===== config.mk =====
export PLATFORM = sky130hd
export DESIGN_NAME = adc_sample_correct_capture_core
export DESIGN_NICKNAME = d
export VERILOG_FILES = /design/src/design/asc_pkg.sv /design/src/design/asc_correct.sv /design/src/design/asc_capture_ctrl.sv /design/src/design/adc_sample_correct_capture_core.sv
export SDC_FILE = /design/constraint.sdc
export NUM_CORES = 1
export LEC_CHECK = 0
export ABC_AREA = 1
export BUFFER_PORTS_ARGS = -buffer_cell sky130_fd_sc_hd__buf_2
export CORE_MARGIN = 2
export CORE_UTILIZATION = 40
export DETAILED_ROUTE_END_ITERATION = 10
export PLACE_DENSITY = 0.6
export SETUP_SLACK_MARGIN = 0.02
export SKIP_LAST_GASP = 1
export SLEW_MARGIN = 10
export SYNTH_ARGS = -nofsm -noshare
export SYNTH_HDL_FRONTEND = slang
export SYNTH_SLANG_ARGS = --single-unit

===== constraint.sdc =====
create_clock -name clock -period 10.1 [get_ports clock]
set_clock_uncertainty 0.1 [all_clocks]
set_input_delay 3.03 -clock clock [delete_from_list [all_inputs] [get_ports clock]]
set_output_delay 3.03 -clock clock [all_outputs]
set_load 0.02 [all_outputs]

===== src/design/asc_pkg.sv =====
// ----------------------------------------------------------------------------
// asc_pkg
// Shared types, codes and constants for the ADC sample correction and capture
// core.
// ----------------------------------------------------------------------------
package asc_pkg;

   // buffer geometry
   localparam int BUFFER_SAMPLES = 1024;
   localparam int IDX_W          = $clog2(BUFFER_SAMPLES);
   localparam int HALF_SAMPLES   = BUFFER_SAMPLES / 2;

   // field widths
   localparam int RAW_W    = 11;
   localparam int NUM_RAW  = 8;
   localparam int SAMPLE_W = 14;
   localparam int ADDR_W   = 10;
   localparam int KIND_W   = 2;
   localparam int NOTE_W   = 2;

   // correction constants
   localparam logic [7:0] CORR_OFFSET = 8'd21;
   localparam logic [8:0] CORR_GAIN   = 9'd279;
   localparam logic [SAMPLE_W-1:0] SAMPLE_MAX = 14'd16376;

   // transaction kinds
   typedef enum logic [KIND_W-1:0] {
      KIND_TICK  = 2'd0,
      KIND_START = 2'd1,
      KIND_STOP  = 2'd2
   } kind_type;

   // notify codes
   localparam logic [NOTE_W-1:0] NOTE_NONE   = 2'd0;
   localparam logic [NOTE_W-1:0] NOTE_FIRST  = 2'd1;
   localparam logic [NOTE_W-1:0] NOTE_SECOND = 2'd2;

   // capture control result for one transaction
   typedef struct packed {
      logic                emit;
      logic [ADDR_W-1:0]   addr;
      logic [NOTE_W-1:0]   notify;
   } ctrl_type;

endpackage


===== src/design/asc_correct.sv =====
// ----------------------------------------------------------------------------
// asc_correct
// Corrects one raw ADC word: invert, keep the high bits, and add the scaled
// low byte above the offset.
// ----------------------------------------------------------------------------
module asc_correct
   import asc_pkg::*;
(
   input  logic [RAW_W-1:0] raw,
   output logic [RAW_W-1:0] corr
);

   logic [RAW_W-1:0] inv;
   logic [7:0]       low;
   logic [7:0]       above;
   logic [16:0]      prod;

   // inversion and split into high bits and low byte
   assign inv   = ~raw;
   assign low   = inv[7:0];
   assign above = low - CORR_OFFSET;
   assign prod  = {9'd0, above} * {8'd0, CORR_GAIN};

   // low byte adds on only when above the offset
   always_comb begin
      corr = {inv[RAW_W-1:8], 8'h00};
      if (low > CORR_OFFSET) begin
         corr = {inv[RAW_W-1:8], 8'h00} + {3'b000, prod[15:8]};
      end
   end

endmodule


===== src/design/asc_capture_ctrl.sv =====
// ----------------------------------------------------------------------------
// asc_capture_ctrl
// Capture state: running flag, skip of the first tick after start and the
// ping-pong buffer fill index with half and full notify.
// ----------------------------------------------------------------------------
module asc_capture_ctrl
   import asc_pkg::*;
(
   input  logic              clock,
   input  logic              reset,
   input  logic              go,
   input  logic [KIND_W-1:0] kind,
   output ctrl_type          ctl
);

   logic             running_ff, running_in;
   logic             skip_ff, skip_in;
   logic [IDX_W-1:0] fill_index_ff, fill_index_in;
   logic [IDX_W:0]   idx_next;

   assign idx_next = {1'b0, fill_index_ff} + (IDX_W+1)'(1);

   // next state and result for the transaction at the head of the stage
   always_comb begin
      running_in    = running_ff;
      skip_in       = skip_ff;
      fill_index_in = fill_index_ff;
      ctl.emit      = 1'b0;
      ctl.addr      = ADDR_W'(fill_index_ff);
      ctl.notify    = NOTE_NONE;
      unique case (kind)
         KIND_START: begin
            running_in    = 1'b1;
            skip_in       = 1'b1;
            fill_index_in = '0;
         end
         KIND_STOP: begin
            running_in = 1'b0;
         end
         KIND_TICK: begin
            if (running_ff && skip_ff) begin
               skip_in       = 1'b0;
               fill_index_in = '0;
            end else if (running_ff) begin
               ctl.emit = 1'b1;
               if (idx_next == (IDX_W+1)'(HALF_SAMPLES)) begin
                  ctl.notify = NOTE_FIRST;
               end else if (idx_next == (IDX_W+1)'(BUFFER_SAMPLES)) begin
                  ctl.notify = NOTE_SECOND;
               end
               if (idx_next >= (IDX_W+1)'(BUFFER_SAMPLES)) begin
                  fill_index_in = '0;
               end else begin
                  fill_index_in = idx_next[IDX_W-1:0];
               end
            end
         end
         default: begin
         end
      endcase
      if (!go) begin
         ctl.emit = 1'b0;
      end
   end

   // state registers
   always_ff @(posedge clock) begin
      if (reset) begin
         running_ff    <= 1'b0;
         skip_ff       <= 1'b0;
         fill_index_ff <= '0;
      end else if (go) begin
         running_ff    <= running_in;
         skip_ff       <= skip_in;
         fill_index_ff <= fill_index_in;
      end
   end

`ifndef SYNTH
   // index stays inside the buffer
   a_index_range: assert property (@(posedge clock) disable iff (reset)
      {1'b0, fill_index_ff} < (IDX_W+1)'(BUFFER_SAMPLES))
      else $error("fill index out of range");

   // a processed start arms the skip and clears the index
   a_start_arms: assert property (@(posedge clock) disable iff (reset)
      (go && kind == KIND_START) |=> (skip_ff && running_ff && fill_index_ff == '0))
      else $error("start did not arm capture");

   // nothing is emitted while stopped or skipping
   a_no_emit_idle: assert property (@(posedge clock) disable iff (reset)
      (!running_ff || skip_ff) |-> !ctl.emit)
      else $error("emit while stopped or skipping");
`endif

endmodule


===== src/design/adc_sample_correct_capture_core.sv =====
// ----------------------------------------------------------------------------
// adc_sample_correct_capture_core
// ADC sample correction and ping-pong buffer capture: corrects and sums eight
// raw ADC words per tick and tags each sample with its buffer address.
// ----------------------------------------------------------------------------
//  channel   direction  content
//  req_*     in         kind in tuser, eight raw ADC words in tdata
//  rsp_*     out        sample value and write address in tdata, notify in tuser
//
//  one transaction per cycle while results are taken: input register, correction and sum, result register
//  an accepted transaction is held in the input register and its result in the result register
//  ticks while stopped, the first tick after start, starts and stops give no result
//  reset clears capture state and both valid flags; capture starts stopped
//  a stalled result holds the input register, which then holds req_tready low
// ----------------------------------------------------------------------------
module adc_sample_correct_capture_core
   import asc_pkg::*;
(
   input  logic         clock,
   input  logic         reset,
   // input channel
   input  logic         req_tvalid,
   output logic         req_tready,
   input  logic [87:0]  req_tdata,   // raw_0 .. raw_7, 11 bits each
   input  logic [1:0]   req_tuser,   // kind
   // result channel
   output logic         rsp_tvalid,
   input  logic         rsp_tready,
   output logic [23:0]  rsp_tdata,   // sample_value[13:0], write_address[23:14]
   output logic [1:0]   rsp_tuser    // notify
);

   logic                   s1_valid_ff, s1_valid_in;
   logic [KIND_W-1:0]      s1_kind_ff;
   logic [RAW_W-1:0]       s1_raw_ff [NUM_RAW];
   logic                   s1_go;
   logic [RAW_W-1:0]       corr [NUM_RAW];
   logic [SAMPLE_W-1:0]    sum;
   ctrl_type               ctl;
   logic                   rsp_valid_ff, rsp_valid_in;
   logic [SAMPLE_W-1:0]    rsp_sample_ff;
   logic [ADDR_W-1:0]      rsp_addr_ff;
   logic [NOTE_W-1:0]      rsp_note_ff;

   // stage handshake
   assign s1_go       = s1_valid_ff && (!rsp_valid_ff || rsp_tready);
   assign req_tready  = !s1_valid_ff || s1_go;
   assign s1_valid_in = (req_tvalid && req_tready) || (s1_valid_ff && !s1_go);

   // input register
   always_ff @(posedge clock) begin
      if (reset) begin
         s1_valid_ff <= 1'b0;
      end else begin
         s1_valid_ff <= s1_valid_in;
      end
   end

   always_ff @(posedge clock) begin
      if (req_tvalid && req_tready) begin
         s1_kind_ff <= req_tuser;
         for (int i = 0; i < NUM_RAW; i++) begin
            s1_raw_ff[i] <= req_tdata[i*RAW_W +: RAW_W];
         end
      end
   end

   // per-word correction
   for (genvar g = 0; g < NUM_RAW; g++) begin : g_corr
      asc_correct u_correct (
         .raw  (s1_raw_ff[g]),
         .corr (corr[g])
      );
   end

   // sum of corrected words
   always_comb begin
      sum = '0;
      for (int i = 0; i < NUM_RAW; i++) begin
         sum = sum + SAMPLE_W'(corr[i]);
      end
   end

   // capture control
   asc_capture_ctrl u_ctrl (
      .clock (clock),
      .reset (reset),
      .go    (s1_go),
      .kind  (s1_kind_ff),
      .ctl   (ctl)
   );

   // result register
   always_comb begin
      rsp_valid_in = rsp_valid_ff && !rsp_tready;
      if (s1_go) begin
         rsp_valid_in = ctl.emit;
      end
   end

   always_ff @(posedge clock) begin
      if (reset) begin
         rsp_valid_ff <= 1'b0;
      end else begin
         rsp_valid_ff <= rsp_valid_in;
      end
   end

   always_ff @(posedge clock) begin
      if (s1_go && ctl.emit) begin
         rsp_sample_ff <= sum;
         rsp_addr_ff   <= ctl.addr;
         rsp_note_ff   <= ctl.notify;
      end
   end

   assign rsp_tvalid = rsp_valid_ff;
   assign rsp_tdata  = {rsp_addr_ff, rsp_sample_ff};
   assign rsp_tuser  = rsp_note_ff;

`ifndef SYNTH
   // notify code is one of the defined ones
   a_note_legal: assert property (@(posedge clock) disable iff (reset)
      rsp_valid_ff |-> (rsp_note_ff == NOTE_NONE || rsp_note_ff == NOTE_FIRST ||
                        rsp_note_ff == NOTE_SECOND))
      else $error("illegal notify code");

   // first-half notify sits on the last address of the first half
   a_half_addr: assert property (@(posedge clock) disable iff (reset)
      (rsp_valid_ff && rsp_note_ff == NOTE_FIRST) |->
         rsp_addr_ff == ADDR_W'(HALF_SAMPLES - 1))
      else $error("first-half notify at wrong address");

   // sample never exceeds the eight-word maximum
   a_sample_max: assert property (@(posedge clock) disable iff (reset)
      rsp_valid_ff |-> rsp_sample_ff <= SAMPLE_MAX)
      else $error("sample value out of range");
`endif

endmodule

# Word-level counts from Yosys, hierarchy flattened
# Memory sizes are Yosys's and may differ from the RTL's.
# Cells that the tools add are included.
# totals
regBits	42
in_bits	94
mem_bits_rw	88
mem_count	1
wordCells	113
# classes
bitwise_logic	10
n_lt_le_gt_ge	9
n_reduce_logical	21
n_mul	8
muxes	24
eq_ne	6
addsub	24
# memory_table
memory	words	word_bits	read_ports	rd_ports_with_merged_regs	write_ports	line	rtl
s1_raw_ff	8	11	8	0	8	adc_sample_correct_capture_core.sv:35	logic [RAW_W-1:0] s1_raw_ff [NUM_RAW];
# ops
cell	count
$mul A8 B9 Y16 const B	8
$add A11 B8 Y11	8
$mux W11	8
$not A11 Y11	8
$gt A8 B5 Y1 const B	8
$sub A8 B5 Y8 const B	8
$add A14 B11 Y14	4
$mux W10	3
$pmux W10 S2	1
$add A13 B11 Y14	1
$add A12 B11 Y13	1
$add A11 B11 Y12	1
$add A10 B1 Y11 const B	1
$eq A11 B10 Y1 const B	1
$eq A11 B11 Y1 const B	1
$ge A11 B11 Y1 const B	1
$mux W1	9
$logic_and A1 B1 Y1	6
$reduce_and A3 Y1	2
$logic_not A1 Y1	4
$pmux W1 S2	2
$reduce_bool A2 Y1	2
$reduce_or A4 Y1	1
$logic_or A1 B1 Y1	3
9 further kinds	10

# Depth between registers and ports, before layout
# Gate-level depths: netlist (run 1).
# An unclocked memory read counts as a cell.
# logic_depth
word_depth	13
depth_mapped	38
depth_no_buf	38

# By module
# From an unflattened synthesis (run 1), not the netlist that was laid out.
# hier_totals
cells_unflattened	2369
hier_area_um2	19037.0
# by_module_without_submodules
mod	cells_each	n_inst	seq_area_each_um2	area_each_um2
asc_correct (g_corr[0].u_correct ...)	217	4	0.0	1521.5
adc_sample_correct_capture_core	449	1	3523.4	6022.0
asc_correct (g_corr[5].u_correct ...)	235	3	0.0	1532.7
asc_correct (g_corr[4].u_correct)	219	1	0.0	1493.9
asc_capture_ctrl	128	1	240.2	837.1

# Least setup slack after synthesis (run 1)
# OpenSTA, ideal clock, no wires.
# synth_timing
path_kind	register -> register
startpoint	mem s1_raw_ff[5][0] (netlist: s1_raw_ff[1][11])
endpoint	reg rsp_sample_ff[10], data pin
setup_ps	259
period_less_slack_ps	7807
path_buffers	0
setup_slack_ps	2293
arrival_time_ps	7448
path_stages_with_launch	36
required_ps	9741
cell_sequence	edfxtp_1 > ha_1 > or2_1 > nand2_1 > nand2_1 > nand2_1 > xor2_1 > inv_1 > fa_1 > fa_1 > fa_1 > inv_1 > ha_1 > ha_1 > nand2_1 > inv_1 > nand2_1 > nand3_1 > inv_1 > nand2_1 > or2_2 > nand3_1 > fa_1 > fa_1 > fa_1 > inv_1 > fa_1 > ha_1 > inv_1 > fa_1 > inv_1 > nand3_1 > nand2_1 > nand2_1 > nand2_1 > xor2_1
# synth_lines
element	line	rtl
start, declared	adc_sample_correct_capture_core.sv:35	
end signal, assigned	adc_sample_correct_capture_core.sv:111	rsp_sample_ff <= sum;
end, declared	adc_sample_correct_capture_core.sv:41	logic [SAMPLE_W-1:0] rsp_sample_ff;

==> summary.txt, run 1 <==
Run status
  • Run status: finished, final reports clean

Cells and area
  • Fin nets: 3042
  • Share of layout cells above drive strength 1: 7.49%
  • Antenna Cells: 0
  • Layout area overhead: 10.5%
  • Area of the multi-input gates: 0.0128 mm^2
  • Fillcell total: 4581
  • Storage element area: 0.00376 mm^2
  • Finished Layout Cells: 3056

Hold path
  • Worst hold start: u_ctrl.fill_index_ff[8]$_SDFFE_PP0P_
  • Hold path depth: 0
  • WHS Endpoint: rsp_addr_ff[8]$_DFFE_PP_
  • Class of the worst hold path: register to register

STA
  • Max-slew headroom: 36.6%
  • Max Clk Rate: 119 MHz
  • Setup TNS: 0 ns
  • Slew @ Worst Pin: 0.949 ns
  • Final hold viol count: 0
  • Final Max Slew Viols: 0
  • Final setup violating endpoints: 0
  • RSZ-0062 raised after global routing: false
  • Worst hold slack: 0.392 ns
  • Period minus WS final: 8.38 ns
  • Final Cycle Share: 82.9%

Synthesis
  • Main flop type after synthesis: edfxtp_1
  • Synth Register Bits: 130
  • Mean Syn Cell Area: 8.03 um^2
  • Main combinational cell family by area after synthesis: adder cells
  • Post-synthesis simple-gate area fraction: 21.0%
  • Synth unique cells: 35
  • XOR/XNOR Fraction of Synth Area: 2.17%
  • Multiplexer share of the synthesized area: 0%
  • Largest cells by area after synthesis: ha_1 23%, edfxtp_1 19%, fa_1 18%
  • Post-synthesis compound-gate area fraction: 5.22%
  • Top cell type's share of synthesized area: 23.0%
  • Number of synthesized flops with an enable pin: 116
  • Ys Warns: 0
  • Post-Synth Adder-Cell Area: 40.9%
  • Cells after Synth: 2303
  • Cell taking the most area after synthesis: ha_1
  • Post-synthesis sequential area ratio: 20.4%
  • Async set or reset register ratio after synthesis: 0%
  • Post-Syn Nets: 2902
  • Mapped Area: 0.0185 mm^2

Route
  • Vias: 14500
  • Vias per inst: 4.75
  • DR WL/cell: 13.3 um
  • DRT Pass-1 Iters: 6
  • Post-DRT Antenna Nets: 0
  • DRT iter0 DRCs: 542
  • WL final: 40500 um
  • DR DRC count: 0

Die
  • Die Y-Extent: 219 um
  • Core ar.: 0.0455 mm^2
  • Row count: 78
  • Num ports: 122
  • Initial Util: 40.6%
  • Die ar.: 0.0480 mm^2
  • Die X: 219 um

Clock network
  • Clk sinks: 130
  • Longest Clk Path Bufs: 2
  • Worst-path clk slew: 0.08 ns
  • # Post-CTS Setup Buffers: 0
  • Worst-Skew Late Latency: 0.48 ns
  • CTS root buffer: clkbuf_16
  • Post-CTS sizing: 0
  • Htree depth: 4
  • Total CTS buffers: 17
  • Hold-fix buffer count after cts: 0
  • TritonCTS clock tree: yes

Global routing
  • First-pass GRT wire length: 68600 um
  • Largest net degree at the start of global routing: 56
  • Total grt overflow: 0
  • Initial antenna violation count: 2
  • Total track usage: 18.0%
  • Vias in the first global route: 14600

Critical path
  • RR Startpoint: s1_raw_ff[0][0]$_DFFE_PP_
  • CP max stage delay: 0.61 ns
  • Worst path slowest cell: fa_1
  • Worst reg2reg path depth: 31
  • Reg2Reg Setup Slack: 1.72 ns
  • R2r endpoint: rsp_sample_ff[7]$_DFFE_PP_
  • Critical Path RT: 10.24 ns
  • CP most frequent cell: nand2_1
  • CP Class: register to register
  • Crit start category: register
  • Critical Path AT: 8.51 ns
  • CP endpoint kind: register
  • Critical Path Fanout Max: 6

Placed design
  • Placer Congestion: 0.878
  • Post-DP HPWL: 34200 um
  • Placed cells: 3024
  • Port buffer count: 121

Job
  • Number of max-cap violations: 0
[state kept, by name, summed over array words and instances (netlist names)]
name / cells
u_ctrl.fill_index_ff: 10
s1_valid_ff: 1
rsp_tuser: 2
u_ctrl.skip_ff: 1
u_ctrl.running_ff: 1
s1_raw_ff: 88
rsp_addr_ff: 10
s1_kind_ff: 2
rsp_tvalid: 1
rsp_sample_ff: 14
[Yosys cell counts, types with 2 or more instances]
cell type  count
a21boi_0       8
o21bai_1       5
and3_1         3
or2_2         12
o21ai_4        4
dfxtp_1       14
xnor2_1       11
o211ai_2       2
o21ai_1        5
nor3b_1        3
edfxtp_1     116
nor3_1        12
nand3_1      104
nor2_2         2
ha_1         340
nand4_1       20
a31oi_1        4
nand3b_1       9
inv_1        511
nand3_2        2
nor2_1       209
and2_1         2
nand2_2        4
nand2_1      556
or2_1          2
o21ai_0       27
a21oi_1      103
nor2_4         3
fa_1         165
xor2_1        33
a21o_1         8
[area by class of cell]
cell class,count,share of cell area (%)
Inverter,511,9.40
Clock inverter,13,0.747
Sequential cell,130,18.4
Clock buffer,19,2.12
Timing Repair Buffer,122,3.00
Tap cell,600,3.67
Multi-Input combinational cell,1661,62.6
[logic make-up after synthesis]
| family | Yosys count |
|---|---|
| compound gates | 168 |
| flops | 130 |
| fa+ha+maj | 505 |
| buf+inv | 512 |
| xor+xnor | 45 |
| simple gates | 943 |
[critical path: cells and delay by family (launching register included)]
| kind | cells | cell delay, ns |
|---|---|---|
| flip-flops | 1 | 0.51 |
| AND/OR/NAND/NOR | 10 | 1.02 |
| buffers and inverters | 4 | 0.24 |
| adder cells (fa/ha/maj) | 11 | 4.74 |
| XOR/XNOR | 2 | 0.65 |
| AO/OA/AOI/OAI | 4 | 0.89 |
[cell usage in the layout, fill, tap and decap left out, types with 20 or more instances in the layout]
master	netlist	layout
nor2_1	209	209
nand2_1	556	556
o21ai_0	27	27
nand3_1	104	104
buf_2	0	121
xor2_1	33	33
fa_1	165	165
a21oi_1	103	103
inv_1	511	510
edfxtp_1	116	116
nand4_1	20	20
ha_1	340	340
[stage by stage]
stage	instance area (um^2)	setup slack, ns	util [%]
after floorplan	18500	2.29	-
after global placement	19800	1.72	43.6
after detailed placement	19800	1.66	43.6
after CTS	20400	1.67	44.9
after global routing	20400	1.05	44.9
final	20400	1.72	44.9
[how the worst max path moves through the flow]
stage / start / endpoint / slack [ns] / cells past startpoint
2_1_floorplan: s1_raw_ff[1][11]$_DFFE_PP_ / rsp_sample_ff[10]$_DFFE_PP_ / 2.29 / 35
6_report: s1_raw_ff[0][0]$_DFFE_PP_ / rsp_sample_ff[7]$_DFFE_PP_ / 1.72 / 31
5_1_grt: s1_raw_ff[0][0]$_DFFE_PP_ / rsp_sample_ff[7]$_DFFE_PP_ / 1.05 / 31
3_3_place_gp: s1_raw_ff[0][0]$_DFFE_PP_ / rsp_sample_ff[7]$_DFFE_PP_ / 1.72 / 31
3_5_place_dp: s1_raw_ff[0][0]$_DFFE_PP_ / rsp_sample_ff[7]$_DFFE_PP_ / 1.66 / 31
4_1_cts: s1_raw_ff[0][0]$_DFFE_PP_ / rsp_sample_ff[7]$_DFFE_PP_ / 1.67 / 31
[routing by layer]
metal  vias to the layer above  share of wire (%)  global-route usage, %
met5                         -              0.067                      0
met2                       251                 48                   30.6
met3                        57                4.1                   3.44
met4                         4                2.9                   6.98
li1                       7519                  -                      -
met1                      6693                 45                   22.6
Power of run 1 is left out: the tool's default activity adds up to more than one toggle a clock period on the data nets, which glitch-free logic cannot reach.
==> inputs of run 2 (changes only) <==
--- a/config.mk
+++ b/config.mk
@@ -5,12 +5,12 @@
 export SDC_FILE = /design/constraint.sdc
 export NUM_CORES = 1
 export LEC_CHECK = 0
-export ABC_AREA = 1
+export ABC_AREA = 0
 export BUFFER_PORTS_ARGS = -buffer_cell sky130_fd_sc_hd__buf_2
 export CORE_MARGIN = 2
 export CORE_UTILIZATION = 40
 export DETAILED_ROUTE_END_ITERATION = 10
-export PLACE_DENSITY = 0.6
+export PLACE_DENSITY = 0.62
 export SETUP_SLACK_MARGIN = 0.02
 export SKIP_LAST_GASP = 1
 export SLEW_MARGIN = 10
==> constraint.sdc (replaced) <==
create_clock -name clock -period 6.7 [get_ports clock]
set_clock_uncertainty 0.1 [all_clocks]
set_input_delay 2.01 -clock clock [delete_from_list [all_inputs] [get_ports clock]]
set_output_delay 2.01 -clock clock [all_outputs]
set_load 0.02 [all_outputs]
==> run 2 against run 1 <==
Net effect:
- the run now ends with setup timing left
- cell count down 17%
- sequential cell count unchanged
- area after synthesis down 12%
- setup slack worse by 3.0 ns
- worst hold slack better by 0.017 ns
- sequential share of layout area fell by 0.95 points
- critical path type unchanged
- clock-buffer cell count down 2
- via count is 16% lower
- synthesized cell count down 33%
- non-clock buffer count grew 318
- utilization increased by 9.1 points
==> summary.txt, run 2 <==
STA
  • Final hold viol count: 0 (unchanged)
  • Final Cycle Share: 119% (+36 points)
  • Period minus WS final: 7.98 ns (-0.393 ns)
  • Slew @ Worst Pin: 0.747 ns (-0.202 ns)
  • Max Clk Rate: 125 MHz (+4.9%)
  • Fin worst setup slack: -1.28 ns (-3.01 ns)
  • Max-slew headroom: 50.2% (+14 points)
  • Final Max Slew Viols: 0 (unchanged)
  • Worst hold slack: 0.409 ns (+0.0174 ns)
  • Final setup violating endpoints: 12 (+12)
  • RSZ-0062 raised after global routing: true

Cells and area
  • Share of layout cells above drive strength 1: 32.1% (+25 points)
  • Commonest non-fill, non-tap cell in the layout: buf_4
  • Fin nets: 2601 (-14%)
  • Layout area overhead: 32.5%
  • Largest register by flop count: s1_raw_ff
  • Most frequent cells in the layout: 316 x buf_4, 315 x inv_1, 304 x ha_1
  • Antenna Cells: 0 (unchanged)
  • Max reg flops: 88 (unchanged)
  • Fillcell total: 3462 (-24%)
  • Largest regs: s1_raw_ff x88, rsp_sample_ff x14

Die
  • Num ports: 122 (unchanged)
  • Die ar.: 0.0423 mm^2 (-12%)
  • Row count: 73 (-6.4%)
  • Core ar.: 0.0399 mm^2 (-12%)
  • Initial Util: 40.8% (+0.11 points)
  • Die X: 206 um (-6.1%)
  • Die Y-Extent: 206 um (-6.1%)

Critical path
  • R2r endpoint: rsp_sample_ff[11]$_DFFE_PP_
  • CP most frequent cell: fa_1
  • CP max stage delay: 0.53 ns (-0.08 ns)
  • Critical Path Fanout Max: 3 (-3)
  • Critical Path AT: 8.12 ns (-0.39 ns)
  • Worst reg2reg path depth: 32 (+3.2%)
  • Crit start category: register
  • RR Startpoint: s1_raw_ff[0][12]$_DFFE_PP_
  • CP Class: register to register
  • Critical Path RT: 6.83 ns (-3.41 ns)
  • Reg2Reg Setup Slack: -1.28 ns (-3.01 ns)
  • Worst path slowest cell: fa_1
  • CP endpoint kind: register

Synthesis
  • Ys Warns: 0 (unchanged)
  • Most frequent cells after synthesis: 340 x ha_1, 328 x inv_1, 165 x fa_1
  • Top cell type's share of synthesized area: 26.1% (+3.1 points)
  • Largest cells by area after synthesis: ha_1 26%, edfxtp_1 21%, fa_1 20%
  • Cell taking the most area after synthesis: ha_1
  • Async set or reset register ratio after synthesis: 0% (unchanged)
  • Number of synthesized flops with an enable pin: 116 (unchanged)
  • Synth unique cells: 64 (+83%)
  • Main flop type after synthesis: edfxtp_1
  • Cells after Synth: 1548 (-33%)
  • Mapped Area: 0.0163 mm^2 (-12%)
  • Synth Register Bits: 130 (unchanged)
  • Post-synthesis sequential area ratio: 23.1% (+2.8 points)
  • Mean Syn Cell Area: 10.5 um^2 (+31%)
  • Most common cell in the netlist: ha_1
  • Post-Syn Nets: 2147 (-26%)

Hold path
  • Worst hold start: rsp_tvalid$_SDFF_PP0_
  • Class of the worst hold path: register to register
  • WHS Endpoint: rsp_tvalid$_SDFF_PP0_
  • Hold path depth: 2 (+2)

Clock network
  • Worst-path clk slew: 0.07 ns (about the same)
  • CTS root buffer: clkbuf_16
  • Worst-Skew Late Latency: 0.49 ns (about the same)
  • Clk sinks: 130 (unchanged)
  • Longest Clk Path Bufs: 2 (unchanged)
  • TritonCTS clock tree: yes
  • Hold-fix buffer count after cts: 0 (unchanged)
  • Htree depth: 4 (unchanged)
  • Total CTS buffers: 17 (unchanged)

Placed design
  • Placer Congestion: 0.812 (-7.5%)
  • Port buffer count: 121 (unchanged)
  • Post-DP HPWL: 28800 um (-16%)

Global routing
  • First-pass GRT wire length: 59800 um (-13%)
  • Largest net degree at the start of global routing: 52 (-7.1%)
  • Vias in the first global route: 13200 (-9.3%)
  • Total track usage: 17.9% (-0.090 points)
  • Initial antenna violation count: 0 (-2)
  • Total grt overflow: 0 (unchanged)

Job
  • Number of max-cap violations: 0 (unchanged)

Route
  • DR WL/cell: 13.9 um (+4.8%)
  • Vias per inst: 4.78 (+0.63%)
  • Post-DRT Antenna Nets: 0 (unchanged)
  • DRT Pass-1 Iters: 5 (-1)
  • WL final: 35300 um (-13%)
  • DR DRC count: 0 (unchanged)
  • DRT iter0 DRCs: 313 (-42%)
  • Vias: 12100 (-16%)

Run status
  • Violated checks: setup timing
  • Run status: finished, violations left
run 2: cell families after synthesis:
family / count (synthesis) / share of synthesized area (%)
mux: 1 / 0.0692
compound gates: 231 / 9.33
xor+xnor: 110 / 5.92
buf+inv: 333 / 7.77
fa+ha+maj: 505 / 46.5
flops: 130 / 23.1
simple gates: 238 / 7.32
run 2: critical path, delay by kind of cell (launching register included):
| family | cells | cell delay (ns) |
|---|---|---|
| xor+xnor | 3 | 0.39 |
| buf+inv | 6 | 0.49 |
| compound gates | 8 | 1.53 |
| flops | 1 | 0.46 |
| fa+ha+maj | 10 | 4.19 |
| simple gates | 5 | 0.57 |
run 2: how the worst max path moves through the flow:
stage / startpoint / endpoint
finish: s1_raw_ff[0][12]$_DFFE_PP_ / rsp_sample_ff[11]$_DFFE_PP_
global route: s1_raw_ff[1][0]$_DFFE_PP_ / rsp_sample_ff[13]$_DFFE_PP_
CTS: s1_raw_ff[1][33]$_DFFE_PP_ / rsp_sample_ff[12]$_DFFE_PP_
detailed placement: s1_raw_ff[0][34]$_DFFE_PP_ / rsp_sample_ff[9]$_DFFE_PP_
global placement: s1_raw_ff[0][34]$_DFFE_PP_ / rsp_sample_ff[12]$_DFFE_PP_
floorplan: s1_raw_ff[0][0]$_DFFE_PP_ / rsp_sample_ff[11]$_DFFE_PP_
run 2: metrics by stage:
stage / area [um^2] / util [%] / setup WS [ns] / std cells / setup TNS, ns
global route: 21600 / 54.0 / -1.61 / 2540 / -15.83
global placement: 19900 / 49.8 / -1.40 / 2465 / -13.30
floorplan: 16600 / - / -1.24 / 1548 / -11.18
detailed placement: 19900 / 49.8 / -1.54 / 2465 / -14.47
CTS: 21000 / 52.6 / -1.38 / 2524 / -12.74
finish: 21600 / 54.0 / -1.28 / 2540 / -12.17
run 2: routing by layer:
layer	global-route usage [%]	up-vias	share of wire (%)
met5	0	-	0
met3	3.67	38	3.3
met4	5.76	0	1.9
met1	21.6	5848	44
met2	31.9	150	51
li1	-	6112	-
run 2: timing repair:
| action | 4_1_cts | 5_1_grt |
|---|---|---|
| pin swaps | 95 | 72 |
| gates cloned | 0 | 0 |
| setup buffers | 28 | 16 |
| resized for setup | 66 | 77 |
| setup endpoints to repair | 13 | 13 |
run 2: final cells by class:
type / instances / area [um^2] / area share, %
Clock inverter: 15 / 165 / 0.766
Clock buffer: 17 / 425 / 1.97
Timing Repair Buffer: 440 / 3010 / 14.0
Sequential cell: 130 / 3760 / 17.5
Tap cell: 525 / 657 / 3.05
Multi-Input combinational cell: 1085 / 12300 / 57.1
Inverter: 328 / 1230 / 5.71
Power of run 2 is left out for the same reason.
==> inputs of run 3 (changes only) <==
--- a/config.mk
+++ b/config.mk
@@ -11,9 +11,11 @@
 export CORE_UTILIZATION = 40
 export DETAILED_ROUTE_END_ITERATION = 10
 export PLACE_DENSITY = 0.62
+export RECOVER_POWER = 25
 export SETUP_SLACK_MARGIN = 0.02
 export SKIP_LAST_GASP = 1
 export SLEW_MARGIN = 10
 export SYNTH_ARGS = -nofsm -noshare
 export SYNTH_HDL_FRONTEND = slang
+export SYNTH_HIERARCHICAL = 1
 export SYNTH_SLANG_ARGS = --single-unit
==> run 3 against run 2 <==
Net effect:
- the flow still finishes with violations (setup timing)
- largest cell class unchanged
- critical path type unchanged
- via count is 11% higher
- non-clock buffer count rose by 32
- sequential share of layout area is 1.2 points lower
- critical endpoint is now rsp_sample_ff[10]$_DFFE_PP_
- cell count rose by 9.1%
==> summary.txt, run 3 <==
Global routing
  • Largest net degree at the start of global routing: 59 (+13%)
  • Vias in the first global route: 14400 (+9.1%)
  • First-pass GRT wire length: 65900 um (+10%)
  • Total grt overflow: 0 (unchanged)
  • Total track usage: 18.2% (+0.30 points)
  • Initial antenna violation count: 0 (unchanged)

Clock network
  • TritonCTS clock tree: yes
  • Worst-path clk slew: 0.07 ns (about the same)
  • Longest Clk Path Bufs: 2 (unchanged)
  • Clk sinks: 130 (unchanged)
  • Htree depth: 4 (unchanged)
  • CTS root buffer: clkbuf_16
  • Total CTS buffers: 17 (unchanged)
  • Worst-Skew Late Latency: 0.48 ns (about the same)

STA
  • Final hold viol count: 0 (unchanged)
  • Max Clk Rate: 128 MHz (+2.0%)
  • Final Max Slew Viols: 0 (unchanged)
  • Max-slew headroom: 46.7% (-3.5 points)
  • Final setup violating endpoints: 12 (unchanged)
  • Slew @ Worst Pin: 0.799 ns (+0.0524 ns)
  • Setup TNS: -11.45 ns (+0.722 ns)
  • Period minus WS final: 7.82 ns (-0.160 ns)
  • Worst hold slack: 0.427 ns (+0.0170 ns)
  • Fin worst setup slack: -1.12 ns (+0.160 ns)
  • Final Cycle Share: 117% (-2.4 points)
  • RSZ-0062 raised after global routing: true

Synthesis
  • Main flop type after synthesis: edfxtp_1
  • Synth unique cells: 75 (+17%)
  • Cells after Synth: 1691 (+9.2%)
  • Most frequent cells after synthesis: 371 x inv_1, 338 x ha_1, 164 x fa_1
  • Top cell type's share of synthesized area: 24.3% (-1.8 points)
  • Largest cells by area after synthesis: ha_1 24%, edfxtp_1 20%, fa_1 19%
  • Mean Syn Cell Area: 10.3 um^2 (-2.2%)
  • Cell taking the most area after synthesis: ha_1
  • Most common cell in the netlist: inv_1
  • Synth Register Bits: 130 (unchanged)
  • Number of synthesized flops with an enable pin: 116 (unchanged)
  • Post-Syn Nets: 2287 (+6.5%)
  • Post-synthesis sequential area ratio: 21.6% (-1.5 points)
  • Mapped Area: 0.0174 mm^2 (+6.9%)
  • Ys Warns: 6 (+6)
  • Async set or reset register ratio after synthesis: 0% (unchanged)

Placed design
  • Post-DP HPWL: 32300 um (+12%)
  • Port buffer count: 121 (unchanged)
  • Placer Congestion: 0.866 (+6.7%)
  • Placed cells: 2706 (+9.8%)

Die
  • Die X: 212 um (+3.3%)
  • Core ar.: 0.0430 mm^2 (+7.7%)
  • Die Y-Extent: 212 um (+3.3%)
  • Die ar.: 0.0451 mm^2 (+6.7%)
  • Num ports: 122 (unchanged)
  • Initial Util: 40.4% (-0.31 points)
  • Row count: 76 (+4.1%)

Run status
  • Violated checks: setup timing
  • Run status: finished, violations left

Route
  • Vias: 13500 (+11%)
  • Vias per inst: 4.87 (+1.9%)
  • DR DRC count: 0 (unchanged)
  • DRT iter0 DRCs: 454 (+45%)
  • Post-DRT Antenna Nets: 0 (unchanged)
  • WL final: 38800 um (+9.9%)
  • DRT Pass-1 Iters: 5 (unchanged)
  • DR WL/cell: 14.0 um (+0.74%)

Critical path
  • Critical Path RT: 6.93 ns (+0.10 ns)
  • Worst path slowest cell: fa_2
  • Crit start category: register
  • Reg2Reg Setup Slack: -1.12 ns (+0.16 ns)
  • CP max stage delay: 0.58 ns (+0.05 ns)
  • CP endpoint kind: register
  • CP most frequent cell: fa_1
  • Critical Path AT: 8.06 ns (-0.06 ns)
  • Critical Path Fanout Max: 4 (+1)
  • CP Class: register to register

Cells and area
  • Max reg flops: 88 (unchanged)
  • Most frequent cells in the layout: 349 x inv_1, 343 x buf_4, 295 x ha_1
  • Share of layout cells above drive strength 1: 33.6% (+1.5 points)
  • Largest regs: s1_raw_ff x88, rsp_sample_ff x14
  • Fin nets: 2768 (+6.4%)
  • Commonest non-fill, non-tap cell in the layout: inv_1
  • Final Core Density: 53.9% (about the same)
  • Finished Layout Cells: 2770 (+9.1%)
  • Antenna Cells: 0 (unchanged)
  • Largest register by flop count: s1_raw_ff
  • Layout area overhead: 33.4%

Hold path
  • Class of the worst hold path: register to register

Job
  • Number of max-cap violations: 0 (unchanged)
## run 3: changes by cell type after synthesis, sizes merged, moves of 9 or more
| cell | previous run | this run |
|---|---|---|
| o22ai | 1 | 11 |
| nor3 | 22 | 13 |
| o21bai | 4 | 19 |
| nand2 | 46 | 58 |
| mux2i | 0 | 20 |
| nor2 | 77 | 58 |
| a211oi | 7 | 19 |
| nand2b | 7 | 17 |
| nand3 | 14 | 32 |
| xor2 | 64 | 42 |
| inv | 328 | 371 |
## run 3: logic make-up after synthesis
| logic type | after synthesis | synth area share [%] |
|---|---|---|
| flip-flops | 130 | 21.6 |
| AND/OR/NAND/NOR | 265 | 8.51 |
| adder cells (fa/ha/maj) | 502 | 43.2 |
| AO/OA/AOI/OAI | 303 | 12.5 |
| XOR/XNOR | 89 | 4.48 |
| buffers and inverters | 381 | 8.46 |
| multiplexers | 21 | 1.22 |
## run 3: through the flow
step | instance area [um^2] | setup WS (ns)
final | 23200 | -1.12
after global routing | 23200 | -1.43
after CTS | 22700 | -1.11
after detailed placement | 21700 | -1.20
after global placement | 21700 | -1.10
after floorplan | 18000 | -0.884
## run 3: cell type report
class	instances	area, um^2
Clock buffer	18	429
Clock inverter	14	145
Fill cell	3844	19800
Inverter	371	1390
Multi-Input combinational cell	1180	13500
Sequential cell	130	3760
Tap cell	585	732
Timing Repair Buffer	472	3270
## run 3: final timing paths
| kind | start | end | cells after the start |
|---|---|---|---|
| setup reg to reg | s1_raw_ff[1][33]$_DFFE_PP_ | rsp_sample_ff[10]$_DFFE_PP_ | 30 |
| hold reg to reg | u_ctrl/fill_index_ff[6]$_SDFFE_PP0P_ | rsp_addr_ff[6]$_DFFE_PP_ | 0 |
| hold / removal | u_ctrl/fill_index_ff[6]$_SDFFE_PP0P_ | rsp_addr_ff[6]$_DFFE_PP_ | 0 |
| setup / recovery | s1_raw_ff[1][33]$_DFFE_PP_ | rsp_sample_ff[10]$_DFFE_PP_ | 30 |
## run 3: metal layers
layer | share of wire (%) | vias up | GRT usage (%)
li1 | - | 6753 | -
met1 | 44 | 6533 | 21.9
met2 | 51 | 174 | 32.9
met3 | 3.4 | 40 | 3.55
met4 | 1.5 | 0 | 5.38
met5 | 0 | - | 0
## run 3: worst max-delay path, delay by kind of cell, from the launching register on
| kind | cells | cell delay (ns) |
|---|---|---|
| and+or+nand+nor | 3 | 0.68 |
| buffers and inverters | 8 | 0.69 |
| DFF | 1 | 0.46 |
| adders and majority gates | 11 | 4.61 |
| AOI/OAI and AO/OA | 8 | 1.16 |
## run 3: timing repair
action / 4_1_cts / 5_1_grt
endpoints found under the setup margin: 13 / 13
pin swaps: 79 / 102
resized for setup: 50 / 76
setup buffers: 23 / 10
hold buffers: 0 / 0
Power of run 3 is left out for the same reason.
